<file path="src/rtl/core/perceptron_train_classify_defines.svh">
// Assertion macros shared by the perceptron block
`ifndef PERCEPTRON_TRAIN_CLASSIFY_DEFINES_SVH
`define PERCEPTRON_TRAIN_CLASSIFY_DEFINES_SVH

// same-cycle implication, sampled on clk, off during reset
`define PTC_ASSERT_IMPL(label, pre, post) \
    label: assert property (@(posedge clk) disable iff (!rst_n) (pre) |-> (post)) \
        else $error("perceptron assertion failed");

// next-cycle implication, sampled on clk, off during reset
`define PTC_ASSERT_NEXT(label, pre, post) \
    label: assert property (@(posedge clk) disable iff (!rst_n) (pre) |=> (post)) \
        else $error("perceptron assertion failed");

`endif

</file>
<file path="src/rtl/core/ptc_pkg.sv">
// Types, constants and helper functions of the perceptron block
package ptc_pkg;

    localparam int FEAT_W       = 16;
    localparam int WT_W         = 24;
    localparam int CNT_W        = 16;
    localparam int LR_W         = 16;
    localparam int DATA_W       = 32;
    localparam int ADDR_W       = 4;
    localparam int MAX_FEATURES = 8;
    localparam int FRAC_BITS    = 14;
    localparam int STEP_SHIFT   = 30;
    localparam int SAT_IN_W     = 32;
    localparam int PROD_W       = FEAT_W + WT_W;
    localparam int P1_W         = FEAT_W + LR_W + 1;
    localparam int P2_W         = WT_W + P1_W;
    localparam int STEP_W       = P2_W - STEP_SHIFT;

    localparam logic [1:0] ACT_LINEAR   = 2'd0;
    localparam logic [1:0] ACT_UNIPOLAR = 2'd1;

    localparam logic [1:0]       RST_ACT_KIND   = 2'd1;
    localparam logic [WT_W-1:0]  RST_BIAS       = 24'd0;
    localparam logic [LR_W-1:0]  RST_LRATE      = 16'd1638;
    localparam logic [CNT_W-1:0] RST_MAX_EPOCHS = 16'd100;

    localparam logic signed [WT_W-1:0]     ONE_Q14 = 24'sd16384;
    localparam logic signed [SAT_IN_W-1:0] SAT_HI  = 32'sd8388607;
    localparam logic signed [SAT_IN_W-1:0] SAT_LO  = -32'sd8388608;
    localparam logic [CNT_W-1:0]           CNT_MAX = '1;

    typedef enum logic [1:0] {
        MODE_TRAIN,
        MODE_VERIFY,
        MODE_CLASSIFY,
        MODE_LOAD
    } mode_t;

    typedef enum logic [1:0] {
        REG_ACT_KIND,
        REG_BIAS,
        REG_LRATE,
        REG_MAX_EPOCHS
    } reg_idx_t;

    typedef logic signed [FEAT_W-1:0] feat_t;
    typedef logic signed [WT_W-1:0]   wt_t;
    typedef feat_t feat_vec_t [MAX_FEATURES];

    typedef struct packed {
        logic [1:0]       act_kind;
        wt_t              bias;
        logic [LR_W-1:0]  lrate;
        logic [CNT_W-1:0] max_epochs;
    } cfg_t;

    typedef struct packed {
        logic capture;
        logic dot_issue;
        logic act;
        logic upd_issue;
        logic finish;
    } cmd_t;

    typedef struct packed {
        mode_t mode;
        logic  refuse;
    } stat_t;

    typedef struct packed {
        wt_t              guess;
        wt_t              error;
        logic             correct;
        logic [CNT_W-1:0] ccount;
        logic [CNT_W-1:0] wcount;
        logic             refused;
    } res_t;

    function automatic wt_t sat24(input logic signed [SAT_IN_W-1:0] x);
        wt_t r;
        if (x > SAT_HI)
            r = SAT_HI[WT_W-1:0];
        else if (x < SAT_LO)
            r = SAT_LO[WT_W-1:0];
        else
            r = x[WT_W-1:0];
        return r;
    endfunction

    function automatic logic [CNT_W-1:0] sat_inc(input logic [CNT_W-1:0] c);
        logic [CNT_W-1:0] r;
        if (c == CNT_MAX)
            r = c;
        else
            r = c + 1'b1;
        return r;
    endfunction

endpackage

</file>
<file path="src/rtl/core/ptc_cfg.sv">
// APB configuration registers of the perceptron block
module ptc_cfg
    import ptc_pkg::*;
(
    input  logic              clk,
    input  logic              rst_n,
    input  logic              psel,
    input  logic              penable,
    input  logic              pwrite,
    input  logic [ADDR_W-1:0] paddr,
    input  logic [DATA_W-1:0] pwdata,
    output logic [DATA_W-1:0] prdata,
    output cfg_t              cfg
);

    reg_idx_t         reg_idx;
    logic             wr_en;
    logic [1:0]       act_kind_reg;
    wt_t              bias_reg;
    logic [LR_W-1:0]  lrate_reg;
    logic [CNT_W-1:0] max_epochs_reg;

    assign reg_idx = reg_idx_t'(paddr[ADDR_W-1:2]);
    assign wr_en   = psel & penable & pwrite;

    always_ff @(posedge clk or negedge rst_n)
    begin
        if (!rst_n)
        begin
            act_kind_reg   <= RST_ACT_KIND;
            bias_reg       <= RST_BIAS;
            lrate_reg      <= RST_LRATE;
            max_epochs_reg <= RST_MAX_EPOCHS;
        end
        else if (wr_en)
        begin
            case (reg_idx)
                REG_ACT_KIND:   act_kind_reg   <= pwdata[1:0];
                REG_BIAS:       bias_reg       <= pwdata[WT_W-1:0];
                REG_LRATE:      lrate_reg      <= pwdata[LR_W-1:0];
                REG_MAX_EPOCHS: max_epochs_reg <= pwdata[CNT_W-1:0];
                default:        ;
            endcase
        end
    end

    always_comb
    begin
        case (reg_idx)
            REG_ACT_KIND:   prdata = DATA_W'(act_kind_reg);
            REG_BIAS:       prdata = DATA_W'(bias_reg);
            REG_LRATE:      prdata = DATA_W'(lrate_reg);
            REG_MAX_EPOCHS: prdata = DATA_W'(max_epochs_reg);
            default:        prdata = '0;
        endcase
    end

    assign cfg.act_kind   = act_kind_reg;
    assign cfg.bias       = bias_reg;
    assign cfg.lrate      = lrate_reg;
    assign cfg.max_epochs = max_epochs_reg;

endmodule

</file>
<file path="config.mk">
export PLATFORM = sky130hd
export DESIGN_NAME = ptc_cfg
export DESIGN_NICKNAME = d
export VERILOG_FILES = /design/src/rtl/core/perceptron_train_classify_defines.svh /design/src/rtl/core/ptc_pkg.sv /design/src/rtl/core/ptc_cfg.sv
export SDC_FILE = /design/constraint.sdc
export NUM_CORES = 1
export LEC_CHECK = 0
export ABC_AREA = 1
export BUFFER_PORTS_ARGS = -buffer_cell sky130_fd_sc_hd__buf_2
export CAP_MARGIN = 10
export CORE_ASPECT_RATIO = 0.9
export CORE_MARGIN = 2
export CORE_UTILIZATION = 50
export CTS_CLUSTER_DIAMETER = 60
export DETAILED_ROUTE_END_ITERATION = 16
export GPL_TIMING_DRIVEN = 0
export PLACE_DENSITY = 0.93
export SLEW_MARGIN = 25
export SYNTH_ARGS = -nofsm -noshare
export SYNTH_HDL_FRONTEND = slang
export SYNTH_SLANG_ARGS = --single-unit
export TNS_END_PERCENT = 10
</file>
<file path="constraint.sdc">
create_clock -name clk -period 2.8 [get_ports clk]
set_clock_uncertainty 0.05 [all_clocks]
set_input_delay 0.42 -clock clk [delete_from_list [all_inputs] [get_ports clk]]
set_output_delay 0.42 -clock clk [all_outputs]
set_load 0.01 [all_outputs]
</file>
# == After elaboration in Yosys (flattened, before gate mapping) ==
# Index checks and enable logic that the tools add are counted.
# classes
eq_ne,3
mux,1
n_bitwise,2
reduce_logical,5
# ops
op,n
case mux 32 bit (4 select lines),1
AND reduction 2 bit,4
"== test 2 bit, second input constant",2
AND 1 bit,2
"== test 2 x 1 -> 1 bit, second input constant",1
zero test 2 bit,1
# totals
regBits,58
in_bits,41
word_cells,15

# == Logic depth before layout (Yosys ltp) ==
# logic_depth
word_depth,3
depth_mapped,8
ltp_nobuf,6

# == Worst setup path after synthesis ==
# Ideal clock, no wire load.
# synth_timing
kind,input port to output port
startpoint,in paddr[3]
endpoint,out prdata[24]
arrival_ns,1.339
path_slack_ns,0.991
stages,5
path_buffers,2
cell_sequence,buf_6 > inv_4 > nand2_8 > nor2_1 > buf_4
# synth_between
elab_chain_cells,2
word_cells_on_any_way,5
cone_classes,eq/ne (3); mux (1); reduce/logical (1)
# synth_lines
item,line_no,source
start: declaration,ptc_cfg.sv:10,"input logic [ADDR_W-1:0] paddr,"
"== test 2 bit, or another cell as far along",ptc_cfg.sv:49,case (reg_idx)
case mux 32 bit (4 select lines) *,ptc_cfg.sv:49,
end: declaration,ptc_cfg.sv:12,"output logic [DATA_W-1:0] prdata,"
# Every way passes the cells marked *; elsewhere a longest branch is shown, timed or not.

# == Worst setup path in the final report ==
# layout_timing
startpoint,reg bias_reg[23]
endpoint,out prdata[28]
# layout_between
elab_chain_cells,1
# layout_lines
item,line_no,source
start: declaration,ptc_cfg.sv:19,wt_t bias_reg;
start signal: assignment,ptc_cfg.sv:39,REG_BIAS: bias_reg <= pwdata[WT_W-1:0];
case mux 32 bit (4 select lines),ptc_cfg.sv:49,
# No other way between the ends.

==> results.md <==
* RSZ-0062 raised after global routing: no
* Reg power frac at 44.7%
* Crit path launch: bias_reg[23]
* Drt drc at 0
* Main area contributors after synthesis: dfrtp_1, nand2_1, dfstp_2
* Worst slew pin tran at 713 ps
* First-pass GRT wire length at 12000 um
* FF-to-FF Start: lrate_reg[5]
* Clock network power share at 29.7%
* Drt first-iter violations at 213
* Gr ovfl total at 0
* Row cnt at 25
* Critical path required time at 2330 ps
* Drt pass-1 iters at 4
* WL/cell at 14.1 um
* Largest net degree at the start of global routing at 59
* Worst path top cell family by delay: simple AND/OR/NAND/NOR gates
* Crit-path cells: inv_1 > nor2_1 > buf_4 > buf_2
* GR peak layer: met2
* Pint at 0.00177 W
* Placer Congestion at 0.761
* Most used flip-flop cell after synthesis: dfrtp_1
* Met1 GRT Util at 30.9%
* Sink Count at 58
* Via count at 2785
* TritonCTS clock tree: built
* Pwr Density at 707 mW/mm^2
* Vias per inst at 4.99
* Die X at 83.3 um
* Final hold slack at 86.4 ps
* Layout cells sized above 1 at 36.9%
* Max reg flops at 24
* Final max-slew violation count at 0
* Worst Path Buf+Inv at 3
* Final Cycle Share at 68.4%
* Die H at 75.4 um
* Antenna-violating nets left at 0
* Final min period at 1920 ps
* Count leader, synth: nand2_1
* Post-synth EDFFs at 0
* Worst Setup End Kind: output port
* PortBufs at 118
* Syn nets at 398
* Final #Nets at 527
* Status: completed
* Initial antenna violation count at 0
* Crit-path max FO at 9
* Ant. Diodes at 0
* H-Tree Level Count at 3
* Clock latency on the worst-skew pair at 340 ps
* Flops & latches, synth at 58
* Hold Buf Count CTS at 0
* Synth warn at 0
* Final setup violation count at 0
* Psw at 0.000860 W
* Switch share at 32.8%
* Type of the worst setup path: reg -> out
* GRT Total Usage at 25.0%
* DP HPWL at 5720 um
* Fin. Hold Viols at 0
* Die area at 0.00628 sq mm
* Maximum vdd drop at 0.000401 V
* Initial Util at 52.9%
* Vias in the first global route at 2514
* Synth unique cells at 18
* Grt met2 use at 44.1%
* Filler cells at 449
* Clk pin slew, worst setup/hold paths at 60 ps
* Most common library cells after synthesis: nand2_1, dfrtp_1, nand3_1
* CTS max path bufs at 2
* Max stage delay cell, worst path: nor2_1
* Io pins at 131
* Sequential area share after synthesis at 51.7%
* Mean post-synth cell area at 7.93 sq um
* Post-CTS sizing at 0
* Worst Path Arrival at 1450 ps
* Max-Cap Viols at 0
* Yosys top cell area share at 42.4%
* Gate power share at 25.6%
* P&R area growth vs syn at 31.1%
* Post-synth top area cell: dfrtp_1
* Fin worst setup slack at 885 ps
* Setup slack, reg-to-reg at 2030 ps
* Relative slew slack at 52.5%
* Post-CTS Setup Bufs at 0
* Hold WC Path Type: in -> async
* Pleak at 2.25 nW
* CP startpoint kind: flop
* Routed Wire Length at 7840 um
* Max Freq at 522 MHz
* Cell Area, Synth at 0.00283 sq mm
* GR met3 Demand/Resource at 6.93%
* Fin Setup TNS at 0 ps
* Pre-CTS setup slack at 869 ps
* Asr flop ratio synth at 100%
* Largest stage delay, worst path at 390 ps
* CTS Buf Count at 9
* Syn Inst Count at 357
* Core Footprint at 0.00535 sq mm
* Root Driver: clkbuf_8
-- power by group through the flow --
stage          registers [W]  logic (W)  clock network [W]
6_report             0.00117   0.000671           0.000781
5_1_grt              0.00120   0.000745           0.000826
4_1_cts              0.00117   0.000682           0.000797
3_5_place_dp         0.00118   0.000679                  0
3_3_place_gp         0.00117   0.000653                  0
2_1_floorplan        0.00125   0.000264                  0
-- through the flow --
stage          cells  total power [W]  area, sq um  utilization [%]
2_1_floorplan    357          0.00151         2830                -
4_1_cts          558          0.00265         3710             69.4
3_3_place_gp     542          0.00182         3500             65.5
3_5_place_dp     542          0.00186         3510             65.6
6_report         558          0.00263         3710             69.4
5_1_grt          558          0.00277         3710             69.4
-- cell type report --
type	instances	area, sq um	share of cell area, %
sequential	58	1460	39.4
multi-input combinational	264	1120	30.2
timing repair buffer	118	593	16.0
buffer	21	186	5.02
clock buffer	11	151	4.08
tap	67	83.8	2.26
inverter	14	57.6	1.55
clock inverter	5	52.6	1.42
-- logic make-up after synthesis --
kind of cell           after synthesis  share of synthesized area [%]
flip-flops                          58                           51.7
buffers and inverters               35                           8.62
AND/OR/NAND/NOR                    264                           39.7
-- worst paths after layout --
path                                     end  cells past startpoint
max reg2reg                     lrate_reg[5]                      2
min reg2reg                max_epochs_reg[5]                      2
max in group asynchronous       lrate_reg[0]                      1
min                              bias_reg[8]                      1
min in group clk                bias_reg[23]                      3
max                               prdata[28]                      4
-- cell usage in the layout, fill, tap and decap left out, drive strengths merged --
cell type  netlist  routed
nand2          227     227
buf             21     139
dfrtp           48      48
nand3           21      21
nor2            14      14
inv             14      14
clkbuf           0      11
dfstp           10      10
clkinv           0       3
nand4            2       2
bufinv           0       1
clkinvlp         0       1
-- layer usage --
layer	part of all wire (%)	wire, um
met5	0	0
met4	1.2	91
met3	7.5	589
met2	52	4070
met1	39	3090
Note: power is estimated with default switching activity, not from simulation.
