==> src/rtl/core/perceptron_train_classify_defines.svh <==
// Assertion macros shared by the perceptron block
`ifndef PERCEPTRON_TRAIN_CLASSIFY_DEFINES_SVH
`define PERCEPTRON_TRAIN_CLASSIFY_DEFINES_SVH

// same-cycle implication, sampled on clk, off during reset
`define PTC_ASSERT_IMPL(label, pre, post) \
    label: assert property (@(posedge clk) disable iff (!rst_n) (pre) |-> (post)) \
        else $error("perceptron assertion failed");

// next-cycle implication, sampled on clk, off during reset
`define PTC_ASSERT_NEXT(label, pre, post) \
    label: assert property (@(posedge clk) disable iff (!rst_n) (pre) |=> (post)) \
        else $error("perceptron assertion failed");

`endif

==> src/rtl/core/ptc_pkg.sv <==
// Types, constants and helper functions of the perceptron block
package ptc_pkg;

    localparam int FEAT_W       = 16;
    localparam int WT_W         = 24;
    localparam int CNT_W        = 16;
    localparam int LR_W         = 16;
    localparam int DATA_W       = 32;
    localparam int ADDR_W       = 4;
    localparam int MAX_FEATURES = 8;
    localparam int FRAC_BITS    = 14;
    localparam int STEP_SHIFT   = 30;
    localparam int SAT_IN_W     = 32;
    localparam int PROD_W       = FEAT_W + WT_W;
    localparam int P1_W         = FEAT_W + LR_W + 1;
    localparam int P2_W         = WT_W + P1_W;
    localparam int STEP_W       = P2_W - STEP_SHIFT;

    localparam logic [1:0] ACT_LINEAR   = 2'd0;
    localparam logic [1:0] ACT_UNIPOLAR = 2'd1;

    localparam logic [1:0]       RST_ACT_KIND   = 2'd1;
    localparam logic [WT_W-1:0]  RST_BIAS       = 24'd0;
    localparam logic [LR_W-1:0]  RST_LRATE      = 16'd1638;
    localparam logic [CNT_W-1:0] RST_MAX_EPOCHS = 16'd100;

    localparam logic signed [WT_W-1:0]     ONE_Q14 = 24'sd16384;
    localparam logic signed [SAT_IN_W-1:0] SAT_HI  = 32'sd8388607;
    localparam logic signed [SAT_IN_W-1:0] SAT_LO  = -32'sd8388608;
    localparam logic [CNT_W-1:0]           CNT_MAX = '1;

    typedef enum logic [1:0] {
        MODE_TRAIN,
        MODE_VERIFY,
        MODE_CLASSIFY,
        MODE_LOAD
    } mode_t;

    typedef enum logic [1:0] {
        REG_ACT_KIND,
        REG_BIAS,
        REG_LRATE,
        REG_MAX_EPOCHS
    } reg_idx_t;

    typedef logic signed [FEAT_W-1:0] feat_t;
    typedef logic signed [WT_W-1:0]   wt_t;
    typedef feat_t feat_vec_t [MAX_FEATURES];

    typedef struct packed {
        logic [1:0]       act_kind;
        wt_t              bias;
        logic [LR_W-1:0]  lrate;
        logic [CNT_W-1:0] max_epochs;
    } cfg_t;

    typedef struct packed {
        logic capture;
        logic dot_issue;
        logic act;
        logic upd_issue;
        logic finish;
    } cmd_t;

    typedef struct packed {
        mode_t mode;
        logic  refuse;
    } stat_t;

    typedef struct packed {
        wt_t              guess;
        wt_t              error;
        logic             correct;
        logic [CNT_W-1:0] ccount;
        logic [CNT_W-1:0] wcount;
        logic             refused;
    } res_t;

    function automatic wt_t sat24(input logic signed [SAT_IN_W-1:0] x);
        wt_t r;
        if (x > SAT_HI)
            r = SAT_HI[WT_W-1:0];
        else if (x < SAT_LO)
            r = SAT_LO[WT_W-1:0];
        else
            r = x[WT_W-1:0];
        return r;
    endfunction

    function automatic logic [CNT_W-1:0] sat_inc(input logic [CNT_W-1:0] c);
        logic [CNT_W-1:0] r;
        if (c == CNT_MAX)
            r = c;
        else
            r = c + 1'b1;
        return r;
    endfunction

endpackage

==> src/rtl/core/ptc_ctrl.sv <==
// Sequencing state machine of the perceptron block
module ptc_ctrl
    import ptc_pkg::*;
#(
    parameter int NUM_FEATURES = 8,
    localparam int IW = (NUM_FEATURES > 1) ? $clog2(NUM_FEATURES) : 1
)
(
    input  logic          clk,
    input  logic          rst_n,
    input  logic          in_valid,
    output logic          in_ready,
    output logic          out_valid,
    input  logic          out_ready,
    input  stat_t         stat,
    output cmd_t          cmd,
    output logic [IW-1:0] idx
);

    typedef enum logic [3:0] {
        S_IDLE,
        S_DECIDE,
        S_DOT,
        S_DOT_DRAIN,
        S_ACT,
        S_UPD,
        S_UPD_DRAIN1,
        S_UPD_DRAIN2,
        S_FIN
    } state_t;

    localparam logic [IW-1:0] LAST_IDX = IW'(NUM_FEATURES - 1);

    state_t        state_reg, state_next;
    logic [IW-1:0] idx_reg, idx_next;
    logic          out_valid_reg, out_valid_next;
    logic          fin_go;

    assign fin_go = (state_reg == S_FIN) && (!out_valid_reg || out_ready);

    always_comb
    begin
        state_next = state_reg;
        idx_next   = idx_reg;
        case (state_reg)
            S_IDLE:
            begin
                if (in_valid)
                    state_next = S_DECIDE;
            end
            S_DECIDE:
            begin
                idx_next = '0;
                if (stat.mode == MODE_LOAD || stat.refuse)
                    state_next = S_FIN;
                else
                    state_next = S_DOT;
            end
            S_DOT:
            begin
                if (idx_reg == LAST_IDX)
                    state_next = S_DOT_DRAIN;
                else
                    idx_next = idx_reg + 1'b1;
            end
            S_DOT_DRAIN:
                state_next = S_ACT;
            S_ACT:
            begin
                idx_next = '0;
                if (stat.mode == MODE_TRAIN)
                    state_next = S_UPD;
                else
                    state_next = S_FIN;
            end
            S_UPD:
            begin
                if (idx_reg == LAST_IDX)
                    state_next = S_UPD_DRAIN1;
                else
                    idx_next = idx_reg + 1'b1;
            end
            S_UPD_DRAIN1:
                state_next = S_UPD_DRAIN2;
            S_UPD_DRAIN2:
                state_next = S_FIN;
            S_FIN:
            begin
                if (fin_go)
                    state_next = S_IDLE;
            end
            default:
                state_next = S_IDLE;
        endcase
    end

    always_comb
    begin
        if (fin_go)
            out_valid_next = 1'b1;
        else if (out_ready)
            out_valid_next = 1'b0;
        else
            out_valid_next = out_valid_reg;
    end

    always_ff @(posedge clk or negedge rst_n)
    begin
        if (!rst_n)
        begin
            state_reg     <= S_IDLE;
            idx_reg       <= '0;
            out_valid_reg <= 1'b0;
        end
        else
        begin
            state_reg     <= state_next;
            idx_reg       <= idx_next;
            out_valid_reg <= out_valid_next;
        end
    end

    assign in_ready      = (state_reg == S_IDLE);
    assign out_valid     = out_valid_reg;
    assign idx           = idx_reg;
    assign cmd.capture   = in_ready & in_valid;
    assign cmd.dot_issue = (state_reg == S_DOT);
    assign cmd.act       = (state_reg == S_ACT);
    assign cmd.upd_issue = (state_reg == S_UPD);
    assign cmd.finish    = fin_go;

endmodule

==> config.mk <==
export PLATFORM = sky130hd
export DESIGN_NAME = ptc_ctrl
export DESIGN_NICKNAME = d
export VERILOG_FILES = /design/src/rtl/core/perceptron_train_classify_defines.svh /design/src/rtl/core/ptc_pkg.sv /design/src/rtl/core/ptc_ctrl.sv
export SDC_FILE = /design/constraint.sdc
export NUM_CORES = 1
export LEC_CHECK = 0
export BUFFER_PORTS_ARGS = -buffer_cell sky130_fd_sc_hd__buf_2
export CAP_MARGIN = 25
export CELL_PAD_IN_SITES_DETAIL_PLACEMENT = 0
export CELL_PAD_IN_SITES_GLOBAL_PLACEMENT = 1
export CORE_MARGIN = 1.5
export CORE_UTILIZATION = 31
export CTS_CLUSTER_DIAMETER = 50
export DETAILED_ROUTE_END_ITERATION = 7
export PLACE_DENSITY_LB_ADDON = 0.12
export REMOVE_ABC_BUFFERS = 1
export SYNTH_ARGS = -nofsm -noshare
export SYNTH_HDL_FRONTEND = slang
export SYNTH_SLANG_ARGS = --single-unit
==> constraint.sdc <==
create_clock -name clk -period 1.75 [get_ports clk]
set_input_delay 0.35 -clock clk [delete_from_list [all_inputs] [get_ports clk]]
set_output_delay 0.35 -clock clk [all_outputs]
set_load 0.01 [all_outputs]
Word-level counts from Yosys, hierarchy flattened
Index checks and enable logic that the tools add are counted.
Widths: inputs -> output; s select.
{"block": "classes", "addsub": 1, "n_mul": 0, "div_mod_pow": 0, "order_cmp": 0, "n_eq_ne": 15, "n_shift": 0, "mux": 11, "bitwise_logic": 1, "reduce_logical": 12}
{"operator": "$pmux 4 s9", "count": 1}
{"operator": "$mux 4", "count": 6}
{"operator": "$eq 4x3->1 const B", "count": 4}
{"operator": "$eq 4x2->1 const B", "count": 2}
{"operator": "$ne 2x2->1 const B", "count": 3}
{"operator": "$pmux 3 s2", "count": 1}
{"operator": "$eq 4x1->1 const B", "count": 1}
{"operator": "$eq 4x4->1 const B", "count": 1}
{"operator": "$logic_not 4->1", "count": 1}
{"operator": "$ne 2x1->1 const B", "count": 2}
{"operator": "$reduce_and 4->1", "count": 1}
{"operator": "$reduce_bool 2->1", "count": 2}
{"operator": "$reduce_or 2->1", "count": 2}
{"operator": "$add 3x1->3 const B", "count": 1}
{"operator": "$eq 3x3->1 const B", "count": 1}
{"operator": "$mux 3", "count": 1}
{"operator": "$eq 2x2->1 const B", "count": 1}
{"operator": "$logic_not 2->1", "count": 1}
{"operator": "$logic_or 1x1->1", "count": 2}
{"operator": "$mux 1", "count": 2}
{"operator": "$reduce_and 2->1", "count": 1}
{"operator": "$and 1x1->1", "count": 1}
{"operator": "$logic_and 1x1->1", "count": 1}
{"operator": "$logic_not 1->1", "count": 1}
{"block": "totals", "register_bits": 8, "latchBits": 0, "ramBits": 0, "romBits": 0, "in_bits": 7, "output_inout_bits": 10, "wordCells": 43, "mem_count": 0}

Longest topological paths before layout
Gate-level depths: netlist of run 1.
{"block": "depth", "word_depth": 5, "mapped_depth": 6, "ltp_nobuf": 6}

Worst setup path before layout of run 1
No wires, ideal clock.
{"block": "synth_path", "path_kind": "reg2reg", "start": "register idx_reg[0] (netlist: idx[0])", "end": "register idx_reg[0] (netlist: idx[0])", "setup_time_ps": 125, "arrival_ps": 1766, "t_required_ps": 1625, "setup_slack_ps": -140, "path_stages_with_launch": 7, "n_path_buf": 0, "period_less_slack_ps": 1890, "path_cell_list": "dfrtp_1 -> ha_1 -> ha_1 -> and3_1 -> or4_1 -> o31a_1 -> mux2_2"}
{"block": "synth_between", "elab_chain_len": 3, "elab_cells_between_ends": 6, "classes_between": "1 x add/sub; 2 x eq/ne; 2 x mux; 1 x reduce/logical"}
{"item": "start: declaration", "line_no": "ptc_ctrl.sv:35", "source": "logic [IW-1:0] idx_reg, idx_next;"}
{"item": "start signal: assignment", "line_no": "ptc_ctrl.sv:118", "source": "idx_reg <= idx_next;"}
{"item": "$add 3x1->3 or $eq 3x3->1 (tied branches)"}
{"item": "$mux 3 or $ne 2x2->1 (tied branches)"}
{"item": "$pmux 3 s2 or $reduce_and 2->1 (tied branches)"}
Parallel ways exist; a longest one is shown, timed or not. The select of a mux whose other input is x is not followed.
A chain may end at the register's enable or synchronous reset.

Worst setup path after layout of run 1
Ends and elaborated chain as after synthesis.

==> results of run 1 <==
synth_stat cells (3+ instances only):
library cell  count
nor2_1            3
and3_1            3
nor3_1            3
dfrtp_1           8
nand2_1           4
nor3b_1           3
nand2b_1          4
layer usage:
metal / wire, µm / vias up
met2: 619 / 14
li1: - / 256
met3: 54 / 2
met1: 588 / 257
met4: 4 / 0
met5: 0 / -
cell usage in the layout (no fill, tap or decap), drive strengths merged:
master,Yosys,final
a2111oi,1,1
a211oi,1,1
a21o,1,1
a21oi,2,2
a22o,2,2
and2,1,1
and3,3,3
buf,3,26
clkbuf,2,3
dfrtp,8,8
dlygate4sd3,0,1
ha,2,2
inv,1,1
mux2,1,1
mux2i,1,1
nand2,4,4
nand2b,4,4
nand3,1,1
nor2,3,3
nor3,3,3
nor3b,3,3
nor4,1,1
o21ai,2,2
o22ai,2,2
o31a,1,1
o32ai,1,1
o41ai,1,1
or4,1,1
kinds of logic (layout without fill, tap and decap cells):
family,Yosys count,count (layout),synth area share
AND/OR/NAND/NOR,24,24,0.2611
AO/OA/AOI/OAI,14,14,0.1971
flip-flops,8,8,0.3941
buffers and inverters,6,31,0.05665
adder cells (fa/ha/maj),2,2,0.04925
multiplexers,2,2,0.04187
how the worst max path moves through the flow:
stage	start	endpoint	slack (ps)	cells after the start
after global routing	idx[0]	idx[0]	-110	6
after global placement	idx[0]	idx[0]	-60	6
final	idx[0]	idx[0]	-60	6
after floorplan	idx[0]	idx[0]	-140	6
after detailed placement	idx[0]	idx[0]	-100	6
after CTS	idx[0]	idx[0]	-60	6
stage by stage:
step	worst slack [ps]	hold slack, ps
after detailed placement	-96.86	205.9
after floorplan	-140.5	54.41
after CTS	-61.72	416.9
after global routing	-108.0	415.9
after global placement	-64.01	198.9
final	-61.45	411.1
cell type report:
type | count | area share
Multi-Input combinational cell | 42 | 0.4356
Clock buffer | 3 | 0.03051
Timing Repair Buffer | 27 | 0.2237
Inverter | 1 | 0.005085
Sequential cell | 8 | 0.2780
Tap cell | 16 | 0.02712
timing repair:
action	CTS	global route
setup endpoints to repair	5	6
buffers inserted	0	2
gates resized for setup	8	5
hold endpoints to repair	8	0
hold buffers	1	0
pin swaps	0	3
where the power goes:
part           total [W]  internal [W]  switching (W)  leakage [nW]
Combinational   0.000548      0.000292       0.000256         0.247
Sequential      0.000328      0.000247      0.0000819         0.101
Clock           0.000140     0.0000784      0.0000612        0.0138
Total            0.00102      0.000617       0.000399         0.362
critical path, stage by stage (launching register included):
cell and delay [ps]:
dfrtp_1 380, ha_2 200, ha_4 150, and3_4 160
or4_1 390, o31a_1 150, mux2_4 270
==> impl_metrics.csv, run 1 <==
group,metric,value,unit
clocking,cts.sinks,8,
logic_synthesis,syn_avg_cell_area,9.071,µm²
place,dpl.hpwl,881.7,µm
routing,drtPass1Iterations,4,
setup_path,rr_worst_depth,6,
timing,rsz0062_at_grt,"yes",
setup_path,crit-reg2reg-launch,"idx[0]",
final_layout,area_delta_synth_final,45.32,%
setup_path,crit_required,1890,ps
global_route,grt_use_total,0.1414,
logic_synthesis,synth-seq-area-share,0.3941,
routing,wl_per_cell,13.04,µm
logic_synthesis,syn_area,508.0,µm²
setup_path,startpoint_type,"flop",
floorplan,die_h,43.48,µm
clocking,clk_latency,250,ps
clocking,clockBufferDepth,2,
setup_path,arrival,1950,ps
timing,finalCritPeriodShare,1.035,
pwr,peakVddDrop,0.6232,mV
min_path,holdCritPathClass,"input port to flop",
timing,max_slew_margin,0.7468,
job,drv_cap,0,
routing,ant_nets,0,
logic_synthesis,async_reset_ff_frac,1.000,
pwr,total_leakage_power,0.3622,nW
place,place_congestion,0.6962,
setup_path,reg2reg_slack,-60,ps
final_layout,register_area,205.2,µm²
pwr,power.total,0.001016,W
logic_synthesis,ys_ff_latch,8,
routing,vias,529,
timing,setup_ws,-61.45,ps
place,place_area,643.1,µm²
logic_synthesis,yosys.cell_types.count,28,
final_layout,multi_input_area,321.6,µm²
setup_path,critical_path_class,"flop to flop",
logic_synthesis,yosys.area.top_type,"dfrtp_1",
run_status,outcome,"finished with violations",
routing,viasPerCell,5.454,
routing,drtIter0Drc,9,
final_layout,post_route_cells_drive_above_1_share,0.5062,
global_route,grt_antenna_before_repair,0,
logic_synthesis,synth_top_cell_area_share,0.3941,
timing,tightest_slew,370.3,ps
final_layout,largest_register_ffs,4,
global_route,grtUsageMet1,0.2078,
floorplan,coreArea,1524,µm²
min_path,worstHoldPathCells,3,
clocking,tritoncts,"yes",
global_route,met3_usage,0.05000,
logic_synthesis,ys_top_cells_by_area,"dfrtp_1, ha_1, nand2b_1, nor3b_1, and3_1",
routing,route.detailed.drc,0,
global_route,grt_pass1_wl,1980,µm
final_layout,utilization,0.4844,
global_route,grt_max_degree,11,
global_route,grtUsageMet2,0.2060,
timing,setup-violations-final,2,
global_route,overflow,0,
timing,final_max_slew_viol_count,0,
final_layout,nFillCells,154,
logic_synthesis,syn_inst,56,
clocking,clkSlewWorstSetupHoldPaths,50,ps
min_path,hp-start,"out_ready",
final_layout,finalNetCount,92,
pwr,powerDensity,1376,nW/µm²
floorplan,die_w,43.48,µm
setup_path,r2r-end,"idx[0]",
logic_synthesis,synth_ff_type,"dfrtp_1",
place,io_buffers,16,
setup_path,end_kind,"flop",
timing,fin_crit,1811,ps
clocking,cts_buffers,3,
global_route,grt_busiest_layer,"met1",
global_route,grt_pass1_vias,423,
timing,fin_worst_skew,2.184,ps
clocking,cts-root-buf,"clkbuf_4",
run_status,violations,"negative setup slack",
place,place_inst,91,
min_path,whs_endpoint,"out_valid",
floorplan,row_count,14,
logic_synthesis,yosysWarnings,0,
clocking,cts_max_level,1,
routing,wl,1265,µm
timing,max_freq,0.5520,GHz
timing,final_hold_viol_count,0,
timing,setup-tns-final,-63.69,ps
logic_synthesis,synth_edf_count,0,
final_layout,stdcell_count,97,
setup_path,crit_path_max_fanout,3,
final_layout,num_antenna_cells,0,
floorplan,fp.dieArea,1891,µm²
floorplan,initial_core_util,0.3333,
final_layout,final_cell_area,738.2,µm²
floorplan,io_pins,17,
Power figures use the tool's default switching activity.
==> inputs of run 2 (changes only) <==
--- a/config.mk
+++ b/config.mk
@@ -16,4 +16,5 @@
 export PLACE_DENSITY_LB_ADDON = 0.12
 export REMOVE_ABC_BUFFERS = 1
+export SETUP_SLACK_MARGIN = 0.05
 export SYNTH_ARGS = -nofsm -noshare
 export SYNTH_HDL_FRONTEND = slang
==> constraint.sdc (replaced) <==
create_clock -name clk -period 1.75 [get_ports clk]
set_input_delay 0.35 -clock clk [delete_from_list [all_inputs] [get_ports clk]]
set_output_delay 0.35 -clock clk [all_outputs]
set_load 0.005 [all_outputs]
==> impl_metrics.csv, run 2 (synthesized netlist as in run 1, its figures left out) <==
group,metric,value,unit
global_route,grt_pass1_wl,2049,µm
timing,setup-violations-final,1,
setup_path,arrival,1930,ps
clocking,clockBufferDepth,2,
timing,final_max_slew_viol_count,0,
global_route,grt_antenna_before_repair,0,
setup_path,crit_required,1890,ps
run_status,violations,"negative setup slack",
place,dp_slack,-96.86,ps
setup_path,end_kind,"flop",
timing,finalCritPeriodShare,1.023,
timing,setup_ws,-40.95,ps
setup_path,startpoint,"idx[1]",
pwr,intPower,0.0006522,W
final_layout,nFillCells,153,
clocking,cts.sinks,8,
final_layout,multi_input_area,332.8,µm²
final_layout,mostFrequentLayoutCell,"buf_2",
routing,wl_per_cell,13.43,µm
final_layout,mostFrequentLayoutCells,"buf_2, buf_4, nand2_1, dfrtp_1, dfrtp_2",
setup_path,crit_buf_inv,0,
clocking,clkSlewWorstSetupHoldPaths,50,ps
setup_path,max_stage_delay,390,ps
floorplan,fp.dieArea,1891,µm²
timing,fin_crit,1791,ps
min_path,holdCritPathClass,"input port to flop",
global_route,grt_max_degree,11,
place,dpl.hpwl,881.7,µm
job,drv_cap,0,
pwr,p_seq_frac,0.306,
floorplan,coreArea,1524,µm²
final_layout,finalNetCount,94,
final_layout,post_route_cells_drive_above_1_share,0.5181,
timing,fin_worst_skew,0.8172,ps
floorplan,initial_core_util,0.3333,
routing,ant_nets,0,
routing,drtPass1Iterations,3,
clocking,tritoncts,"yes",
setup_path,path_cells,"ha_2 > ha_4 > and3_4 > or4_1 > o31a_1 > mux2_4",
place,io_buffers,16,
floorplan,row_count,14,
final_layout,largest_register_ffs,4,
clocking,cts-root-buf,"clkbuf_4",
final_layout,area_delta_synth_final,51.23,%
clocking,cts_buffers,3,
pwr,p_clk_frac,0.134,
timing,rsz0062_at_grt,"yes",
timing,tightest_slew,358.2,ps
final_layout,register_area,205.2,µm²
run_status,outcome,"finished with violations",
clocking,cts_max_level,1,
global_route,grt_use_total,0.1457,
setup_path,crit_path_top_delay_cell,"or4_1",
timing,setup-tns-final,-40.95,ps
routing,viasPerCell,5.283,
final_layout,utilization,0.5041,
setup_path,critical_path_class,"flop to flop",
pwr,total_leakage_power,0.3780,nW
pwr,comb_power_share,0.560,
floorplan,die_w,43.48,µm
global_route,overflow,0,
pwr,peakVddDrop,0.5987,mV
pwr,p_sw_frac,0.3777,
setup_path,crit_path_max_fanout,3,
final_layout,num_antenna_cells,0,
timing,max_slew_margin,0.7550,
floorplan,die_h,43.48,µm
timing,final_hold_viol_count,0,
setup_path,startpoint_type,"flop",
setup_path,critPathTopFamily,"simple AND/OR/NAND/NOR gates",
routing,wl,1330,µm
min_path,hp-start,"out_ready",
pwr,p_sw,0.0003958,W
timing,max_freq,0.5584,GHz
setup_path,crit-reg2reg-launch,"idx[1]",
routing,vias,523,
routing,drtIter0Drc,6,
routing,route.detailed.drc,0,
pwr,powerDensity,1364,nW/µm²
floorplan,io_pins,17,
global_route,grt_pass1_vias,444,
place,place_congestion,0.6962,
clocking,clk_latency,250,ps
run 2: cell types whose count changed in the layout (fill, tap and decap cells not counted):
cell,before,now
buf_4,10,11
buf_6,0,1
nand2b_2,1,0
nand2b_4,0,1
nor3_2,1,0
nor3_4,0,1
run 2: layout make-up:
cell class / instances / share of cell area
Multi-Input combinational cell: 42 / 0.4332
Sequential cell: 8 / 0.2671
Timing Repair Buffer: 29 / 0.2394
Clock buffer: 3 / 0.02932
Tap cell: 16 / 0.02606
Inverter: 1 / 0.004886
run 2: layer usage:
metal	up-vias	part of all wire	global-route usage
met4	0	0.0038	0.01818
met1	245	0.48	0.2078
li1	266	-	-
met2	10	0.48	0.2209
met5	-	0	0
met3	2	0.038	0.05000
run 2: tightest hold or removal path: stages:
cell and delay [ps]:
buf_2 70, nand2b_1 140, nand2_1 70
run 2: repair_timing:
item	in CTS	in global routing
setup buffers	3	1
setup endpoints to repair	6	5
gates resized for setup	9	6
hold buffers	1	0
pin swaps	2	3
endpoints found under the hold margin	8	0
run 2: power by group through the flow:
stage	clock, W	combinational (W)	sequential, W
detailed placement	0	0.000457	0.000318
floorplan	0	0.000232	0.000331
finish	0.000140	0.000587	0.000321
CTS	0.000147	0.000537	0.000309
global placement	0	0.000458	0.000321
global route	0.000160	0.000644	0.000327
run 2: worst paths after layout:
path / to / slack, ps / depth (start not counted)
worst min register to register: out_valid / 530 / 2
max in group asynchronous: state_reg[0] / 1090 / 2
worst min-delay path: out_valid / 410 / 3
min in group asynchronous: idx[2] / 470 / 2
worst max-delay path: idx[0] / -40 / 6
worst max register to register: idx[0] / -40 / 6
run 2: stage by stage:
stage | hold slack [ps] | std cells | cell area [µm²] | total power (W)
4_1_cts | 416.9 | 98 | 728.2 | 0.0009933
5_1_grt | 415.9 | 99 | 768.2 | 0.001131
2_1_floorplan | 54.41 | 51 | 483.0 | 0.0005625
3_5_place_dp | 205.9 | 91 | 643.1 | 0.0007751
6_report | 408.5 | 99 | 768.2 | 0.001048
3_3_place_gp | 198.9 | 91 | 643.1 | 0.0007791
==> inputs of run 3 (changes only) <==
Settings changed: PLACE_DENSITY_LB_ADDON 0.12 to 0.15.
==> impl_metrics.csv, run 3 (synthesized netlist as in run 1, its figures left out) <==
group,metric,value,unit
timing,final_max_slew_viol_count,0,
place,io_buffers,16,
pwr,peakVddDrop,0.6902,mV
timing,setup_ws,-79.89,ps
clocking,cts.sinks,8,
global_route,overflow,0,
routing,drtPass1Iterations,4,
clocking,tritoncts,"yes",
timing,fin_crit,1830,ps
timing,holdWs,406.7,ps
routing,wl_per_cell,12.66,µm
timing,finalCritPeriodShare,1.046,
timing,max_freq,0.5465,GHz
final_layout,mostFrequentLayoutCells,"buf_2, buf_4, dfrtp_1, nand2_1",
timing,max_slew_margin,0.7552,
run_status,outcome,"finished with violations",
place,dpl.hpwl,902.3,µm
setup_path,crit-reg2reg-launch,"idx[1]",
final_layout,largest_register_ffs,4,
setup_path,crit_required,1880,ps
clocking,clkSlewWorstSetupHoldPaths,50,ps
global_route,grt_pass1_wl,1869,µm
final_layout,area_delta_synth_final,47.78,%
setup_path,end_kind,"flop",
routing,route.detailed.drc,0,
routing,wl,1228,µm
setup_path,critical_path_class,"flop to flop",
setup_path,arrival,1960,ps
global_route,grt_use_total,0.1339,
floorplan,fp.dieArea,1891,µm²
routing,ant_nets,0,
setup_path,startpoint_type,"flop",
final_layout,post_route_cells_drive_above_1_share,0.4938,
setup_path,crit_path_max_fanout,3,
clocking,clk_latency,250,ps
place,dp_slack,-100.8,ps
place,place_congestion,0.7541,
run_status,violations,"negative setup slack",
job,drv_cap,0,
setup_path,rr_worst_depth,6,
floorplan,coreArea,1524,µm²
final_layout,finalNetCount,92,
floorplan,row_count,14,
final_layout,nFillCells,156,
setup_path,startpoint,"idx[1]",
global_route,grt_pass1_vias,446,
pwr,powerDensity,1355,nW/µm²
timing,fin_worst_skew,1.339,ps
final_layout,num_antenna_cells,0,
routing,drtIter0Drc,10,
setup_path,r2r-end,"idx[0]",
floorplan,die_w,43.48,µm
clocking,cts_buffers,3,
floorplan,io_pins,17,
routing,vias,522,
setup_path,reg2reg_slack,-80,ps
global_route,grt_antenna_before_repair,0,
setup_path,critPathCapture,"idx[0]",
timing,final_hold_viol_count,0,
clocking,clockBufferDepth,2,
timing,tightest_slew,358.0,ps
clocking,cts_max_level,1,
min_path,holdCritPathClass,"input port to flop",
floorplan,die_h,43.48,µm
global_route,grt_max_degree,11,
floorplan,initial_core_util,0.3333,
clocking,cts-root-buf,"clkbuf_4",
final_layout,mostFrequentLayoutCell,"buf_2",
routing,viasPerCell,5.381,
pwr,total_leakage_power,0.3680,nW
timing,setup-violations-final,2,
timing,rsz0062_at_grt,"yes",
-- run 3: cell count changes in the layout (fill, tap and decap cells not counted), sizes merged --
cell	before	now
buf	28	26
-- run 3: worst min-delay path by stage --
stage,slack (ps),startpoint,end,depth (start not counted)
floorplan,50,rst_n,idx[0],0
global placement,200,rst_n,out_valid,1
detailed placement,200,rst_n,out_valid,1
CTS,410,out_ready,out_valid,3
global route,430,out_ready,out_valid,3
finish,410,out_ready,out_valid,3
-- run 3: power breakdown --
group / switching [W] / internal (W) / total, W / leakage (nW)
clock network: 0.0000604 / 0.0000783 / 0.000139 / 0.0138
logic: 0.000242 / 0.000314 / 0.000555 / 0.252
registers: 0.0000780 / 0.000245 / 0.000323 / 0.103
-- run 3: through the flow --
stage	total power [W]	setup TNS [ps]	utilization	std cells	instance area [µm²]
floorplan	0.0005625	-156.0	-	51	483.0
global placement	0.0007777	-70.40	0.4220	91	643.1
detailed placement	0.0007749	-149.3	0.4220	91	643.1
CTS	0.0009637	-60.31	0.4729	96	720.7
global route	0.001100	-269.8	0.4926	97	750.7
finish	0.001017	-98.29	0.4926	97	750.7
-- run 3: critical path, stage by stage (launching register included) --
cell and delay (ps):
dfrtp_1 380, ha_2 200, ha_4 160, and3_4 160
or4_1 390, o31a_1 150, mux2_4 270
-- run 3: routing by layer --
metal | vias to the layer above | wire length (µm) | GRT usage
met5 | - | 0 | 0
met4 | 0 | 0 | 0
met3 | 0 | 54 | 0.07500
met2 | 8 | 574 | 0.2000
met1 | 250 | 598 | 0.1828
li1 | 264 | - | -
-- run 3: timing repair --
item	CTS	global route
endpoints found under the hold margin	8	0
gates resized for setup	8	7
hold buffers	1	0
setup buffers	1	1
pin swaps	1	1
setup endpoints to repair	6	6
-- run 3: final cells by class --
cell class                      instances  area, µm²  share of cell area
Multi-Input combinational cell         42      327.8              0.4367
Sequential cell                         8      203.9              0.2717
Timing Repair Buffer                   27      172.7              0.2300
Clock buffer                            3      22.52             0.03000
Tap cell                               16      20.02             0.02667
Inverter                                1      3.754            0.005000
